`config.mk`:
```
export PLATFORM = sky130hd
export DESIGN_NAME = sorted_priority_task_queue
export DESIGN_NICKNAME = d
export VERILOG_FILES = /design/src/rtl/core/spq_pkg.sv /design/src/rtl/core/spq_cell.sv /design/src/rtl/core/sorted_priority_task_queue.sv
export SDC_FILE = /design/constraint.sdc
export NUM_CORES = 2
export LEC_CHECK = 0
export BUFFER_PORTS_ARGS = -buffer_cell sky130_fd_sc_hd__buf_2
export CAP_MARGIN = 15
export CORE_MARGIN = 3
export CORE_UTILIZATION = 35
export DETAILED_ROUTE_END_ITERATION = 6
export PLACE_DENSITY = 0.6
export SKIP_CTS_REPAIR_TIMING = 1
export SYNTH_ARGS = -nofsm -noshare
export SYNTH_HDL_FRONTEND = slang
export SYNTH_SLANG_ARGS = --single-unit
```
`constraint.sdc`:
```
create_clock -name clk -period 10.6 [get_ports clk]
set_input_delay 1.59 -clock clk [delete_from_list [all_inputs] [get_ports clk]]
set_output_delay 1.59 -clock clk [all_outputs]
set_load 0.01 [all_outputs]
```
`src/rtl/core/spq_pkg.sv`:
```
// Shared types and constants for the sorted priority task queue.
`default_nettype none

package spq_pkg;

  localparam int DEPTH     = 16;
  localparam int ID_BITS   = 16;
  localparam int PRIO_BITS = 8;
  localparam int CNT_BITS  = $clog2(DEPTH + 1);

  typedef enum logic [1:0] {
    ACT_INSERT = 2'd0,
    ACT_POP    = 2'd1,
    ACT_REMOVE = 2'd2,
    ACT_NONE   = 2'd3
  } action_t;

  typedef enum logic [1:0] {
    ST_OK        = 2'd0,
    ST_EMPTY     = 2'd1,
    ST_NOT_FOUND = 2'd2,
    ST_FULL      = 2'd3
  } status_t;

  typedef struct packed {
    logic                 valid;
    logic [ID_BITS-1:0]   id;
    logic [PRIO_BITS-1:0] prio;
  } entry_t;

  typedef struct packed {
    logic                 ins;
    logic                 pop;
    logic                 rem;
    logic [ID_BITS-1:0]   id;
    logic [PRIO_BITS-1:0] prio;
  } op_t;

endpackage

`default_nettype wire

```
`src/rtl/core/spq_cell.sv`:
```
// One slot of the queue: holds a task and shifts toward either neighbor.
`default_nettype none

module spq_cell (
  input  wire logic            clk,
  input  wire logic            rst,
  input  wire spq_pkg::op_t    op,
  input  wire spq_pkg::entry_t left_entry,
  input  wire spq_pkg::entry_t right_entry,
  input  wire logic            left_ahead,
  input  wire logic            match_in,
  output spq_pkg::entry_t      entry,
  output logic                 ahead,
  output logic                 match_out,
  output spq_pkg::entry_t      sel_entry
);

  spq_pkg::entry_t entry_next;
  logic            hit;

  assign ahead     = entry.valid && (entry.prio > op.prio);
  assign hit       = entry.valid && (entry.id == op.id);
  assign match_out = match_in | hit;
  assign sel_entry = (hit && !match_in) ? entry : '0;

  always_comb begin
    entry_next = entry;
    if (op.ins) begin
      if (!ahead) begin
        if (left_ahead) begin
          entry_next.valid = 1'b1;
          entry_next.id    = op.id;
          entry_next.prio  = op.prio;
        end else begin
          entry_next = left_entry;
        end
      end
    end else if (op.pop) begin
      entry_next = right_entry;
    end else if (op.rem && match_out) begin
      entry_next = right_entry;
    end
  end

  always_ff @(posedge clk) begin
    entry.id   <= entry_next.id;
    entry.prio <= entry_next.prio;
    if (rst) begin
      entry.valid <= 1'b0;
    end else begin
      entry.valid <= entry_next.valid;
    end
  end

endmodule

`default_nettype wire

```
`src/rtl/core/sorted_priority_task_queue.sv`:
```
// Top level of the sorted priority task queue: a row of slot cells and the result register.
`default_nettype none

// The queue keeps up to 16 tasks in a row of cells ordered from highest to lowest
// priority, and every cell compares and shifts in the same cycle, so one request is
// taken per clock. Its result appears in the output register on the next cycle and
// holds there while the output is stalled; a new request is taken whenever that
// register is empty or its result is transferred in the same cycle. Equal priorities
// leave newest first, and a remove deletes the first matching identifier in priority
// order.
module sorted_priority_task_queue (
  input  wire logic                          clk,
  input  wire logic                          rst,
  input  wire logic                          in_valid,
  output logic                               in_stall,
  input  wire logic [1:0]                    action,
  input  wire logic [spq_pkg::ID_BITS-1:0]   task_id,
  input  wire logic [spq_pkg::PRIO_BITS-1:0] priority_req,
  output logic                               out_valid,
  input  wire logic                          out_stall,
  output logic [1:0]                         status,
  output logic [spq_pkg::ID_BITS-1:0]        out_task_id,
  output logic [spq_pkg::PRIO_BITS-1:0]      out_priority,
  output logic [spq_pkg::CNT_BITS-1:0]       occupancy
);

  localparam int D = spq_pkg::DEPTH;

  spq_pkg::entry_t              entries   [D];
  spq_pkg::entry_t              sels      [D];
  spq_pkg::entry_t              lefts     [D];
  spq_pkg::entry_t              rights    [D];
  logic [D:0]                   ahead_chain;
  logic [D:0]                   match_chain;
  spq_pkg::op_t                 op;
  logic                         accept;
  logic                         full;
  logic                         empty;
  logic [spq_pkg::CNT_BITS-1:0] count;
  logic [spq_pkg::CNT_BITS-1:0] count_next;
  spq_pkg::status_t             status_next;
  spq_pkg::entry_t              removed;
  spq_pkg::entry_t              found;

  assign in_stall = out_valid && out_stall;
  assign accept   = in_valid && !in_stall;
  assign full     = (count == spq_pkg::CNT_BITS'(D));
  assign empty    = (count == '0);

  assign op.ins  = accept && (action == spq_pkg::ACT_INSERT) && !full;
  assign op.pop  = accept && (action == spq_pkg::ACT_POP) && !empty;
  assign op.rem  = accept && (action == spq_pkg::ACT_REMOVE);
  assign op.id   = task_id;
  assign op.prio = priority_req;

  assign ahead_chain[0] = 1'b1;
  assign match_chain[0] = 1'b0;

  for (genvar i = 0; i < D; i++) begin : g_cell
    if (i == 0) begin : g_first
      assign lefts[i] = '0;
    end else begin : g_mid
      assign lefts[i] = entries[i-1];
    end
    if (i == D - 1) begin : g_last
      assign rights[i] = '0;
    end else begin : g_inner
      assign rights[i] = entries[i+1];
    end

    spq_cell u_cell (
      .clk         (clk),
      .rst         (rst),
      .op          (op),
      .left_entry  (lefts[i]),
      .right_entry (rights[i]),
      .left_ahead  (ahead_chain[i]),
      .match_in    (match_chain[i]),
      .entry       (entries[i]),
      .ahead       (ahead_chain[i+1]),
      .match_out   (match_chain[i+1]),
      .sel_entry   (sels[i])
    );
  end

  always_comb begin
    found = '0;
    for (int i = 0; i < D; i++) begin
      found = found | sels[i];
    end
  end

  always_comb begin
    status_next = spq_pkg::ST_OK;
    removed     = '0;
    count_next  = count;
    unique case (spq_pkg::action_t'(action))
      spq_pkg::ACT_INSERT: begin
        if (full) begin
          status_next = spq_pkg::ST_FULL;
        end else begin
          count_next = count + 1'b1;
        end
      end
      spq_pkg::ACT_POP: begin
        if (empty) begin
          status_next = spq_pkg::ST_EMPTY;
        end else begin
          removed    = entries[0];
          count_next = count - 1'b1;
        end
      end
      spq_pkg::ACT_REMOVE: begin
        if (empty) begin
          status_next = spq_pkg::ST_EMPTY;
        end else if (!match_chain[D]) begin
          status_next = spq_pkg::ST_NOT_FOUND;
        end else begin
          removed    = found;
          count_next = count - 1'b1;
        end
      end
      default: begin
        status_next = spq_pkg::ST_OK;
      end
    endcase
  end

  always_ff @(posedge clk) begin
    if (rst) begin
      count     <= '0;
      out_valid <= 1'b0;
    end else begin
      if (accept) begin
        count     <= count_next;
        out_valid <= 1'b1;
      end else if (!out_stall) begin
        out_valid <= 1'b0;
      end
    end
  end

  always_ff @(posedge clk) begin
    if (accept) begin
      status       <= status_next;
      out_task_id  <= removed.id;
      out_priority <= removed.prio;
      occupancy    <= count_next;
    end
  end

  a_count_bound: assert property (@(posedge clk) disable iff (rst)
    count <= spq_pkg::CNT_BITS'(D))
    else $error("occupancy exceeds depth");

  a_head_valid: assert property (@(posedge clk) disable iff (rst)
    entries[0].valid == (count != '0))
    else $error("head cell valid disagrees with occupancy");

  a_sorted: assert property (@(posedge clk) disable iff (rst)
    entries[1].valid |-> (entries[0].valid && entries[0].prio >= entries[1].prio))
    else $error("head of queue out of priority order");

  a_insert_count: assert property (@(posedge clk) disable iff (rst)
    op.ins |=> count == $past(count) + 1'b1)
    else $error("insert did not grow occupancy");

endmodule

`default_nettype wire

```
==> flow_summary.yaml <==
status:
  status: "complete, no violations"
final_layout:
  fillers: 8910
  drive_above_1_share_pct: 8.808
  syn2layout_area_growth_pct: 8.967
  utilization_pct: 38.54
  num-nets-final: 3424
  multi_input_area_um2: 17550
  final-seq-area_um2: 12900
routing:
  route.detailed.drc: 0
  firstDrtPassIters: 5
  drt_iter0_drc: 3418
  ant_nets: 0
  wl_um: 115600
  post_drt_wl_per_cell_um: 25.79
  vias: 26790
  via_per_inst: 5.976
timing:
  fmax_mhz: 192.4
  min_period_ps: 5198
  rsz0062_at_grt: "no"
  worstMarginPinSlew_ps: 1163
  setup_viol: 0
  final_max_slew_viol_count: 0
  fin_skew_ps: 18.53
  slew_headroom_pct: 22.44
  timing.final.crit_share_pct: 49.04
  hold_viol: 0
  setup_tns_ps: 0
yosys:
  synth_area_um2: 31880
  synth_top_area_share_pct: 39.09
  synth_cells: 3331
  synth.avg_cell_area_um2: 9.572
  ys_seq_area_share_pct: 40.47
  ys_warn_count: 0
  synthTopCellsByArea: "edfxtp_1, mux2i_1, nand2_1, o21ai_0, ha_1"
  synthFlopType: "edfxtp_1"
  synth-async-reset-ratio_pct: 0
  synth_top_area_cell: "edfxtp_1"
  synth-edff-count: 415
  ys_types: 85
  yosysMostFrequentCell: "nand2_1"
  netlist_top_cells_count: "nand2_1, edfxtp_1, o21ai_0"
  ys_seq_elements: 437
  synth_nets: 3495
setup_path:
  critPathCaptureType: "register"
  cpPeakStageDelay_ps: 730
  cp_slowest_cell: "buf_2"
  rr_worst_depth: 13
  reg2reg_slack_ps: 5990
  worst_path_most_repeated_cell: "buf_4"
  setup.worst_path.class: "in -> reg"
  crit_family: "buffers and inverters"
  critPathArrivalTime_ps: 5550
  critical_path.max_fanout: 32
  rr_startpoint: "count[0]$_SDFFE_PP0P_"
  r2r-end: "out_priority[0]$_DFFE_PP_"
  crit_chain: "buf_2 -> xnor2_1 -> nand2_1 -> nor2_1 -> buf_4 -> and2_1 -> buf_4 -> nor3b_1 -> o21ai_0 -> nand3_1 -> a221oi_1 -> nand4_1 -> a2bb2oi_1"
  critPathLaunchType: "input port"
  crit_required_ps: 10960
  cp.buffers_inverters: 3
clock_tree:
  root_buffer: "clkbuf_16"
  clkSinkCount: 437
  cts_max_level: 2
  path_clk_slew_ps: 60
  clock_latency_ps: 620
  cts_buffers: 52
  cts_tree: "yes"
  cts_buffer_depth: 3
placed_design:
  io_buffers: 62
  dp_hpwl_um: 82010
  gp_congestion: 0.9810
min_path:
  hp-start: "g_cell[15].u_cell.entry[24]$_SDFFE_PP0P_"
  hold_end: "g_cell[15].u_cell.entry[24]$_SDFFE_PP0P_"
  hold_class: "reg -> reg"
  min_path_cells: 2
floorplan:
  die_h_um: 307.8
  die_area_um2: 94750
  ios: 63
  placementRows: 110
  initial_core_util_pct: 35.37
  core_um2: 90150
  die-width_um: 307.8
pwr:
  power.internal_w: 0.003343
  sw_frac_of_total_pct: 28.97
  p_seq_share_pct: 45.6
  combPwrFrac_pct: 14.5
  switching_power_w: 0.001363
  ir_worst_vdd_mv: 0.1232
  leakage_nw: 12.49
  p_per_area_nw_per_um2: 135.5
  power_frac_clock_pct: 40.0
global_route:
  antenna_found_initial: 3
  grt_pass1_vias: 25040
  grt_max_degree: 127
  gr-usage-all-layers_pct: 23.63
  grt_overflow: 0
  grt_pass1_wl_um: 169500
run:
  timing.max_cap.violations: 0
-- through the flow --
stage	power [W]	hold WS, ps	std cells	setup slack [ps]	instance area [um2]
floorplan	0.002587	481.5	3331	5265	31880
global placement	0.002829	567.3	4381	4702	33000
detailed placement	0.002839	567.3	4381	4636	33000
CTS	0.004717	576.1	4479	5267	34730
global route	0.004865	611.8	4480	5311	34740
finish	0.004706	571.1	4482	5402	34740
-- flip-flops by register name, summed over array words and instances, names as in the netlist --
signal	cells
count	5
out_task_id	16
out_priority	8
out_valid	1
g_cell.u_cell.entry	400
occupancy	5
status	2
-- layout by cell type (no fill, tap or decap), types with 8 or more instances in the layout --
cell         n
dfxtp_1     22
buf_2       63
nor4_1      41
nor2b_1     18
a22o_1      25
nor4_2       8
nand3_1     52
nor3b_1     28
o211a_1     16
o21ai_0    413
clkbuf_1    16
nor3_1      25
clkinv_1     8
inv_1       60
a22oi_1     27
nor2_1      76
buf_4       72
nand2_1    629
a221oi_1    27
xnor2_1    127
mux2i_1    363
a21oi_2      9
and3_1      28
ha_1       134
xor2_1     133
a21o_1      33
clkbuf_16   53
o2111ai_2   20
a311oi_1    10
a2bb2oi_1   21
nand4_1     87
a21oi_1     72
nand2b_1    25
or4_1       13
edfxtp_1   415
-- cells by family after synthesis --
group / Yosys count / share of synthesized area [%]
simple gates: 1096 / 16.71
compound gates: 720 / 14.23
flops: 437 / 40.47
mux: 363 / 11.40
buf+inv: 321 / 4.796
xor+xnor: 260 / 7.142
fa+ha+maj: 134 / 5.259
-- per-layer routing --
| metal | vias up | track usage [%] | wire (um) |
|---|---|---|---|
| li1 | 12070 | - | - |
| met1 | 13120 | 34.47 | 51000 |
| met2 | 1391 | 35.44 | 49890 |
| met3 | 207 | 3.789 | 10580 |
| met4 | 0 | 8.052 | 4114 |
| met5 | - | 0 | 0 |
-- tightest hold or removal path: cells and delay by family (launching register included) --
kind / cells / cell delay (ps)
compound gates: 1 / 50
flops: 1 / 380
simple gates: 1 / 100
-- final cells by class --
class | count | share of cell area, %
well taps | 1176 | 4.235
flip-flops and latches | 437 | 37.14
diodes | 2 | 0.01441
repair buffers | 135 | 2.463
inverters | 61 | 0.6591
clock buffers | 74 | 4.188
clock inverters | 24 | 0.7887
multi-input cells | 2573 | 50.51
-- how the worst max path moves through the flow --
stage / slack, ps / depth (start not counted) / startpoint / to
floorplan: 5260 / 11 / priority_req[5] / g_cell[12].u_cell.entry[0]$_DFFE_PP_
global placement: 4700 / 10 / task_id[12] / out_priority[0]$_DFFE_PP_
detailed placement: 4640 / 10 / task_id[12] / out_priority[0]$_DFFE_PP_
CTS: 5270 / 10 / task_id[12] / out_priority[0]$_DFFE_PP_
global route: 5310 / 11 / task_id[12] / out_task_id[12]$_DFFE_PP_
finish: 5400 / 13 / task_id[10] / out_task_id[8]$_DFFE_PP_
-- power by group through the flow --
stage / Sequential [W] / Clock (W) / Combinational [W]
floorplan: 0.00211 / 0 / 0.000476
global placement: 0.00218 / 0 / 0.000651
detailed placement: 0.00218 / 0 / 0.000663
CTS: 0.00214 / 0.00191 / 0.000667
global route: 0.00215 / 0.00197 / 0.000743
finish: 0.00214 / 0.00188 / 0.000681
(Power assumes the default switching activity.)
